==> src/rtl/core/ddp_pkg.sv <==
package ddp_pkg;

  // Reflected CRC-64 polynomial and its start value.
  localparam logic [63:0] CRC_POLY = 64'h95AC9329AC4BC9B5;
  localparam logic [63:0] CRC_INIT = 64'hFFFFFFFFFFFFFFFF;

  // Characters of interest.
  localparam logic [7:0] CHAR_ZERO  = 8'h30;
  localparam logic [7:0] CHAR_THREE = 8'h33;
  localparam logic [7:0] CHAR_NINE  = 8'h39;
  localparam logic [7:0] CHAR_DOT   = 8'h2E;

  // Digits from six upward take the long code 1100..1111.
  localparam logic [3:0] LONG_DIGIT_MIN = 4'd6;
  localparam logic [3:0] LONG_CODE_BIAS = 4'd6;
  localparam logic [2:0] SHORT_CODE_LEN = 3'd3;
  localparam logic [2:0] LONG_CODE_LEN  = 3'd4;

  // Result kinds.
  localparam logic [1:0] KIND_BYTE       = 2'd0;
  localparam logic [1:0] KIND_TRAILER    = 2'd1;
  localparam logic [1:0] KIND_BAD_PREFIX = 2'd2;

  // Prefix phase codes.
  localparam logic [1:0] PH_START = 2'd0;
  localparam logic [1:0] PH_DOT   = 2'd1;
  localparam logic [1:0] PH_DATA  = 2'd2;

  typedef struct packed {
    logic [7:0] char_in;
    logic       last_in;
  } in_item_t;

  typedef struct packed {
    logic [1:0]  kind;
    logic [7:0]  packed_byte;
    logic [63:0] crc_value;
    logic [63:0] char_count;
    logic        end_of_run;
  } out_item_t;

  // All results caused by one character, in delivery order:
  // full code byte, residual byte, then trailer or prefix error.
  typedef struct packed {
    logic        has_full;
    logic [7:0]  full_byte;
    logic        has_resid;
    logic [7:0]  resid_byte;
    logic        has_final;
    logic        final_err;
    logic [63:0] crc;
    logic [63:0] count;
  } rec_t;

  // One character through the reflected CRC-64.
  function automatic logic [63:0] crc64_byte(logic [63:0] crc, logic [7:0] ch);
    logic [63:0] t;
    t = {56'd0, crc[7:0] ^ ch};
    for (int k = 0; k < 8; k++) begin
      t = t[0] ? ((t >> 1) ^ CRC_POLY) : (t >> 1);
    end
    return t ^ (crc >> 8);
  endfunction

endpackage

==> src/rtl/core/decimal_digit_packer_crc64.sv <==
// Decimal digit packer with CRC-64.
// Input channel (in_valid_i/in_ready_o/in_item_i) takes one character per
// transfer with a flag marking the last character of a stream. Digits are
// packed MSB-first into bytes on the output channel (out_valid_o/out_ready_i/
// out_item_o); the last character also yields a padded residual byte if bits
// remain and a trailer with the CRC-64 and character count. In pi mode a stream must
// open with "3." or it ends with a single bad-prefix result.
// The configuration channel (cfg_valid_i/cfg_ready_o/cfg_pi_mode_i) sets
// pi mode; it is always ready. It must be written only while the block is idle;
// the block itself does not enforce this. A character passes the input
// register, then the result register, before its first result appears.
// Throughput: one character per cycle while the receiver keeps up. The single
// result register hands out one result per transfer, so after a character that
// gives two or three results the next character with results waits for them.
// Reset clears pi mode and all stream state; no result is pending after it.
// When the receiver stalls, the result register holds, characters without
// results keep flowing, and the next character with results waits.
module decimal_digit_packer_crc64 (
  input  logic               clk_i,
  input  logic               rst_ni,
  input  logic               cfg_valid_i,
  output logic               cfg_ready_o,
  input  logic               cfg_pi_mode_i,
  input  logic               in_valid_i,
  output logic               in_ready_o,
  input  ddp_pkg::in_item_t  in_item_i,
  output logic               out_valid_o,
  input  logic               out_ready_i,
  output ddp_pkg::out_item_t out_item_o
);
  import ddp_pkg::*;

  logic pi_mode_q;
  logic rec_push;
  logic rec_free;
  rec_t rec;

  // Configuration register.
  assign cfg_ready_o = 1'b1;

  always_ff @(posedge clk_i or negedge rst_ni) begin
    if (!rst_ni) begin
      pi_mode_q <= 1'b0;
    end else if (cfg_valid_i && cfg_ready_o) begin
      pi_mode_q <= cfg_pi_mode_i;
    end
  end

  ddp_core u_core (
    .clk_i      (clk_i),
    .rst_ni     (rst_ni),
    .pi_mode_i  (pi_mode_q),
    .in_valid_i (in_valid_i),
    .in_ready_o (in_ready_o),
    .in_item_i  (in_item_i),
    .rec_push_o (rec_push),
    .rec_o      (rec),
    .rec_free_i (rec_free)
  );

  ddp_out u_out (
    .clk_i       (clk_i),
    .rst_ni      (rst_ni),
    .rec_push_i  (rec_push),
    .rec_i       (rec),
    .rec_free_o  (rec_free),
    .out_valid_o (out_valid_o),
    .out_ready_i (out_ready_i),
    .out_item_o  (out_item_o)
  );

  // A record only enters the result register when it is free.
  a_push_free : assert property (@(posedge clk_i) disable iff (!rst_ni)
    rec_push |-> rec_free) else $error("record pushed into busy result register");

  // A pushed record always presents a result in the next cycle.
  a_push_shows : assert property (@(posedge clk_i) disable iff (!rst_ni)
    rec_push |=> out_valid_o) else $error("pushed record not presented");

  // Only trailers and prefix errors close a stream.
  a_end_kind : assert property (@(posedge clk_i) disable iff (!rst_ni)
    out_valid_o |-> (out_item_o.end_of_run == (out_item_o.kind != KIND_BYTE)))
    else $error("end_of_run does not match result kind");

endmodule

==> src/rtl/core/ddp_core.sv <==
module ddp_core (
  input  logic              clk_i,
  input  logic              rst_ni,
  input  logic              pi_mode_i,
  input  logic              in_valid_i,
  output logic              in_ready_o,
  input  ddp_pkg::in_item_t in_item_i,
  output logic              rec_push_o,
  output ddp_pkg::rec_t     rec_o,
  input  logic              rec_free_i
);
  import ddp_pkg::*;

  // Input register.
  logic       item_v_q;
  in_item_t   item_q;

  // Stream state.
  logic [6:0]  accum_q, accum_d;
  logic [2:0]  filled_q, filled_d;
  logic [63:0] crc_q, crc_d;
  logic [63:0] len_q, len_d;
  logic [1:0]  phase_q, phase_d;
  logic        bad_q, bad_d;

  logic        consume;
  logic        any_result;
  rec_t        rec;

  // Working values for the packing path.
  logic [7:0]  diff;
  logic [3:0]  digit;
  logic        is_digit;
  logic        long_code;
  logic [2:0]  code_len;
  logic [3:0]  code;
  logic [10:0] comb;
  logic [3:0]  total;
  logic [2:0]  rem;
  logic [7:0]  expect_ch;
  logic [3:0]  pad_shift;

  always_comb begin
    diff      = item_q.char_in - CHAR_ZERO;
    digit     = diff[3:0];
    is_digit  = item_q.char_in inside {[CHAR_ZERO:CHAR_NINE]};
    long_code = digit >= LONG_DIGIT_MIN;
    code_len  = long_code ? LONG_CODE_LEN : SHORT_CODE_LEN;
    code      = long_code ? digit + LONG_CODE_BIAS : digit;
    comb      = ({4'd0, accum_q} << code_len) | {7'd0, code};
    total     = {1'b0, filled_q} + {1'b0, code_len};
    rem       = total[2:0];
    expect_ch = (phase_q == PH_START) ? CHAR_THREE : CHAR_DOT;
    pad_shift = 4'd0;

    accum_d  = accum_q;
    filled_d = filled_q;
    crc_d    = crc_q;
    len_d    = len_q;
    phase_d  = phase_q;
    bad_d    = bad_q;
    rec      = '0;

    if (bad_q) begin
      // Rest of a failed stream is dropped up to its last character.
      if (item_q.last_in) begin
        bad_d = 1'b0;
        phase_d = PH_START;
      end
    end else if (phase_q != PH_DATA && pi_mode_i) begin
      // Prefix check.
      if (item_q.char_in != expect_ch || item_q.last_in) begin
        rec.has_final = 1'b1;
        rec.final_err = 1'b1;
        if (item_q.last_in) begin
          phase_d = PH_START;
        end else begin
          bad_d = 1'b1;
        end
      end else begin
        phase_d = phase_q + 2'd1;
      end
    end else begin
      // Data character.
      phase_d = PH_DATA;
      crc_d   = crc64_byte(crc_q, item_q.char_in);
      len_d   = len_q + 64'd1;
      if (is_digit) begin
        if (total[3]) begin
          rec.has_full  = 1'b1;
          rec.full_byte = 8'(comb >> rem);
          accum_d       = comb[6:0] & ((7'd1 << rem) - 7'd1);
          filled_d      = rem;
        end else begin
          accum_d  = comb[6:0];
          filled_d = total[2:0];
        end
      end
      if (item_q.last_in) begin
        pad_shift = 4'd8 - {1'b0, filled_d};
        rec.has_resid  = filled_d != 3'd0;
        rec.resid_byte = 8'({1'b0, accum_d} << pad_shift);
        rec.has_final  = 1'b1;
        rec.crc        = crc_d;
        rec.count      = len_d;
        accum_d  = '0;
        filled_d = '0;
        crc_d    = CRC_INIT;
        len_d    = '0;
        phase_d  = PH_START;
      end
    end
  end

  // An item with no result never waits for the result stage.
  assign any_result = rec.has_full | rec.has_resid | rec.has_final;
  assign consume    = item_v_q && (rec_free_i || !any_result);
  assign in_ready_o = !item_v_q || consume;
  assign rec_push_o = consume && any_result;
  assign rec_o      = rec;

  // Input register control.
  always_ff @(posedge clk_i or negedge rst_ni) begin
    if (!rst_ni) begin
      item_v_q <= 1'b0;
    end else if (in_ready_o) begin
      item_v_q <= in_valid_i;
    end
  end

  always_ff @(posedge clk_i) begin
    if (in_valid_i && in_ready_o) begin
      item_q <= in_item_i;
    end
  end

  // Stream state update on each processed character.
  always_ff @(posedge clk_i or negedge rst_ni) begin
    if (!rst_ni) begin
      accum_q  <= '0;
      filled_q <= '0;
      crc_q    <= CRC_INIT;
      len_q    <= '0;
      phase_q  <= PH_START;
      bad_q    <= 1'b0;
    end else if (consume) begin
      accum_q  <= accum_d;
      filled_q <= filled_d;
      crc_q    <= crc_d;
      len_q    <= len_d;
      phase_q  <= phase_d;
      bad_q    <= bad_d;
    end
  end

endmodule

==> src/rtl/core/ddp_out.sv <==
module ddp_out (
  input  logic               clk_i,
  input  logic               rst_ni,
  input  logic               rec_push_i,
  input  ddp_pkg::rec_t      rec_i,
  output logic               rec_free_o,
  output logic               out_valid_o,
  input  logic               out_ready_i,
  output ddp_pkg::out_item_t out_item_o
);
  import ddp_pkg::*;

  // Pending-result flags and held payload.
  logic        full_q, resid_q, final_q;
  logic        final_err_q;
  logic [7:0]  full_byte_q, resid_byte_q;
  logic [63:0] crc_q, count_q;
  logic        out_fire;
  logic        one_left;

  assign out_valid_o = full_q | resid_q | final_q;
  assign out_fire    = out_valid_o && out_ready_i;
  assign one_left    = $countones({full_q, resid_q, final_q}) == 1;
  assign rec_free_o  = !out_valid_o || (out_fire && one_left);

  // Present the earliest pending result.
  always_comb begin
    out_item_o = '0;
    if (full_q) begin
      out_item_o.kind        = KIND_BYTE;
      out_item_o.packed_byte = full_byte_q;
    end else if (resid_q) begin
      out_item_o.kind        = KIND_BYTE;
      out_item_o.packed_byte = resid_byte_q;
    end else if (final_q) begin
      out_item_o.end_of_run = 1'b1;
      if (final_err_q) begin
        out_item_o.kind = KIND_BAD_PREFIX;
      end else begin
        out_item_o.kind       = KIND_TRAILER;
        out_item_o.crc_value  = crc_q;
        out_item_o.char_count = count_q;
      end
    end
  end

  // Flags: load a new record, or retire the front result on a transfer.
  always_ff @(posedge clk_i or negedge rst_ni) begin
    if (!rst_ni) begin
      full_q  <= 1'b0;
      resid_q <= 1'b0;
      final_q <= 1'b0;
    end else if (rec_push_i) begin
      full_q  <= rec_i.has_full;
      resid_q <= rec_i.has_resid;
      final_q <= rec_i.has_final;
    end else if (out_fire) begin
      if (full_q) begin
        full_q <= 1'b0;
      end else if (resid_q) begin
        resid_q <= 1'b0;
      end else begin
        final_q <= 1'b0;
      end
    end
  end

  always_ff @(posedge clk_i) begin
    if (rec_push_i) begin
      full_byte_q  <= rec_i.full_byte;
      resid_byte_q <= rec_i.resid_byte;
      final_err_q  <= rec_i.final_err;
      crc_q        <= rec_i.crc;
      count_q      <= rec_i.count;
    end
  end

endmodule
==> config.mk <==
export PLATFORM = sky130hd
export DESIGN_NAME = decimal_digit_packer_crc64
export DESIGN_NICKNAME = d
export VERILOG_FILES = /design/src/rtl/core/ddp_pkg.sv /design/src/rtl/core/decimal_digit_packer_crc64.sv /design/src/rtl/core/ddp_core.sv /design/src/rtl/core/ddp_out.sv
export SDC_FILE = /design/constraint.sdc
export NUM_CORES = 1
export LEC_CHECK = 0
export ABC_CLOCK_PERIOD_IN_PS = 17200
export CAP_MARGIN = 20
export CORE_MARGIN = 3
export CORE_UTILIZATION = 45
export DETAILED_ROUTE_END_ITERATION = 6
export DONT_BUFFER_PORTS = 1
export MAX_ROUTING_LAYER = met4
export SYNTH_ARGS = -nofsm -noshare
export SYNTH_HDL_FRONTEND = slang
export SYNTH_HIERARCHICAL = 1
export SYNTH_SLANG_ARGS = --single-unit
export TNS_END_PERCENT = 30
==> constraint.sdc <==
create_clock -name clk_i -period 17.2 [get_ports clk_i]
set_input_delay 2.58 -clock clk_i [delete_from_list [all_inputs] [get_ports clk_i]]
set_output_delay 2.58 -clock clk_i [all_outputs]
set_load 0.03 [all_outputs]
==> results.sh <==
export IMPL_synth_area_top_cells="edfxtp_1 (29%), dfrtp_1 (13%), dfstp_2 (10%)"
export IMPL_first_global_vias=11302
export IMPL_cp_arrival_ns=5.00
export IMPL_yosys_area_top_type="edfxtp_1"
export IMPL_power_density_nw_per_um2=235
export IMPL_dpl_hpwl_um=26700
export IMPL_reg2reg_depth=15
export IMPL_clock_latency_ns=0.51
export IMPL_fp_dieH_um=195
export IMPL_tritoncts="done"
export IMPL_hold_viol_final=0
export IMPL_multiInputGateArea_um2=7300
export IMPL_hp_class="flip-flop to flip-flop"
export IMPL_outcome="finished, final reports clean"
export IMPL_clkSinkCount=300
export IMPL_ys_types=73
export IMPL_rsz0062_at_grt="no"
export IMPL_synth_ff_type="edfxtp_1"
export IMPL_cts_resized=0
export IMPL_worst_hold_path_num_cells=2
export IMPL_cp_required_ns=14.62
export IMPL_routedWlPerCell_um=19.6
export IMPL_layoutNonFillerInstCount=2045
export IMPL_seq_area_frac_synth_pct=51.8
export IMPL_min_period_ns=7.58
export IMPL_syn_cell_area_um2=16100
export IMPL_clock_path_buffers=3
export IMPL_cp_max_fo=14
export IMPL_worst_pin_slew_ns=0.999
export IMPL_boundaryPins=157
export IMPL_yosysWarnings=6
export IMPL_min_period_over_period_pct=44.1
export IMPL_drc=0
export IMPL_cts_root_buffer="clkbuf_16"
export IMPL_power_leakage_nw=6.31
export IMPL_setup_viol=0
export IMPL_synth_edff_count=154
export IMPL_nNetsFinal=1588
export IMPL_yosys_area_top_type_share_pct=28.6
export IMPL_drt_initial_drc_count=885
export IMPL_startpoint_type="flip-flop"
export IMPL_grt_use_total_pct=21.2
export IMPL_fillers=3219
export IMPL_syn_avg_cell_area_um2=10.0
export IMPL_skew_ns=0.0177
export IMPL_wirelength_um=40100
export IMPL_fin_util_pct=50.3
export IMPL_cts_made_buffers=34
export IMPL_critPathKind="flip-flop to output pin"
export IMPL_post_cts_buffers=0
export IMPL_portBuffers=0
export IMPL_syn_inst=1612
export IMPL_dp_slack_ns=10.18
export IMPL_grt_remaining_overflow=0
export IMPL_num_vias=11460
export IMPL_path_clk_slew_ns=0.06
export IMPL_ir_worst_vdd_v=0.000174
export IMPL_die_w_um=195
export IMPL_area_growth_pct=8.89
export IMPL_hold_buffers=0
export IMPL_drive_gt1_share_pct=10.6
export IMPL_ys_ff_latch=300
export IMPL_vias_per_cell=5.60
export IMPL_core_area_um2=35000
export IMPL_grt_max_degree=147
export IMPL_drv_cap=0
export IMPL_endpoint_kind="output pin"
export IMPL_firstDrtPassIters=5
export IMPL_async_flop_share_pct=48.7
export IMPL_max_freq_ghz=0.132
export IMPL_setup_slack_ns=9.62
export IMPL_slew_violations=0
export IMPL_grt_first_pass_wirelength_um=64000
export IMPL_synth_nets=1638
export IMPL_htree_levels=2
export IMPL_max_slew_margin_pct=33.4
export IMPL_finalPower_mw=4.12
export IMPL_rows=68
export IMPL_dpl_cell_count=1980
export IMPL_globalplace_congestion=0.840
export IMPL_antenna_found_initial=3
export IMPL_die_area_um2=38200
export IMPL_register_area_um2=8360
export IMPL_start_util_pct=46.2
export IMPL_tns_ns=0
export IMPL_antenna_left=0
worst paths after layout:
path | from | endpoint | slack (ns)
setup / recovery | u_core/item_q[3] | in_ready_o | 9.62
hold / removal | u_core/crc_q[58] | u_core/crc_q[58] | 0.46
setup reg to reg | u_core/item_q[3] | u_core/crc_q[63] | 10.84
hold reg to reg | u_core/crc_q[58] | u_core/crc_q[58] | 0.46
max in group asynchronous | rst_ni | u_core/crc_q[46] | 15.04
min in group asynchronous | rst_ni | u_core/len_q[37] | 1.78
Yosys cell counts (all sizes together), types with 8 or more instances:
master	count
a211oi	9
inv	29
nor2b	9
dfrtp	82
and3	9
clkbuf	88
mux2i	14
xor2	72
nor3	45
o221ai	8
nand2b	8
a22o	19
or3	29
ha	10
nand2	131
and2	138
xnor2	106
a21oi	89
nand4	17
o21a	9
a31oi	51
or2	11
o21ai	82
nor2	210
a21o	8
o31ai	13
buf	12
dfstp	64
edfxtp	154
nand3	29
sequential cells by signal, summed over array words and instances (netlist names), 3 cells and up:
register / cells
u_out/crc_q: 64
u_core/filled_q: 3
u_out/resid_byte_q: 8
u_core/item_q: 9
u_out/full_byte_q: 8
u_core/crc_q: 64
u_core/accum_q: 7
u_out/count_q: 64
u_core/len_q: 64
layout make-up:
class                   instances  share of cell area, %
clock inverters                17                   1.08
inverters                      31                  0.662
multi-input cells            1181                   41.5
repair buffers                 14                  0.626
diodes                          3                 0.0427
well taps                     455                   3.24
flip-flops and latches        300                   47.5
clock buffers                  44                   5.29
critical path, cell delays in order (launching register included):
cell,delay [ns]
edfxtp_1,0.55
ha_1,0.27
nor2b_1,0.18
nor3_2,0.81
inv_2,0.25
ha_1,0.49
o21ai_0,0.12
o41ai_1,0.61
nand3_1,0.54
a21oi_1,0.39
nand2_1,0.28
metrics by stage:
step                      instance area [um2]  hold WS (ns)
after global placement                  16400         0.446
final                                   17600         0.463
after CTS                               17600         0.463
after floorplan                         16100         0.441
after global routing                    17600         0.476
after detailed placement                16400         0.455
cell families after synthesis:
family	synth area share (%)
multiplexers	1.24
XOR/XNOR	11.0
other	0.0232
flip-flops	51.8
buffers and inverters	3.26
AO/OA/AOI/OAI	12.1
AND/OR/NAND/NOR	19.8
adder cells (fa/ha/maj)	0.899
layout by cell type (no fill, tap or decap), types with 14 or more instances in the layout:
cell,instances
nor2_1,210
inv_1,27
edfxtp_1,154
nor3_1,42
and2_1,137
o21ai_0,82
a21oi_1,88
clkbuf_16,35
mux2i_1,14
nand4_1,17
nand3_1,29
dfstp_2,64
xnor2_1,96
nand2_1,130
xor2_1,68
dfrtp_1,82
or3_1,29
a22o_1,19
a31oi_1,51
metal layers:
metal	GRT usage, %	wire length, um	part of all wire, %	vias up
met5	-	0	0	-
met4	4.91	787	2.0	0
met3	2.66	1800	4.5	52
met2	34.6	19600	49	304
met1	28.7	17900	45	5571
li1	-	-	-	5533
report_power, final:
group | internal, mW | switching (mW)
Clock | 0.442 | 0.293
Sequential | 1.09 | 0.123
Combinational | 0.705 | 1.47
No activity file was read; power rests on OpenSTA's default activity.
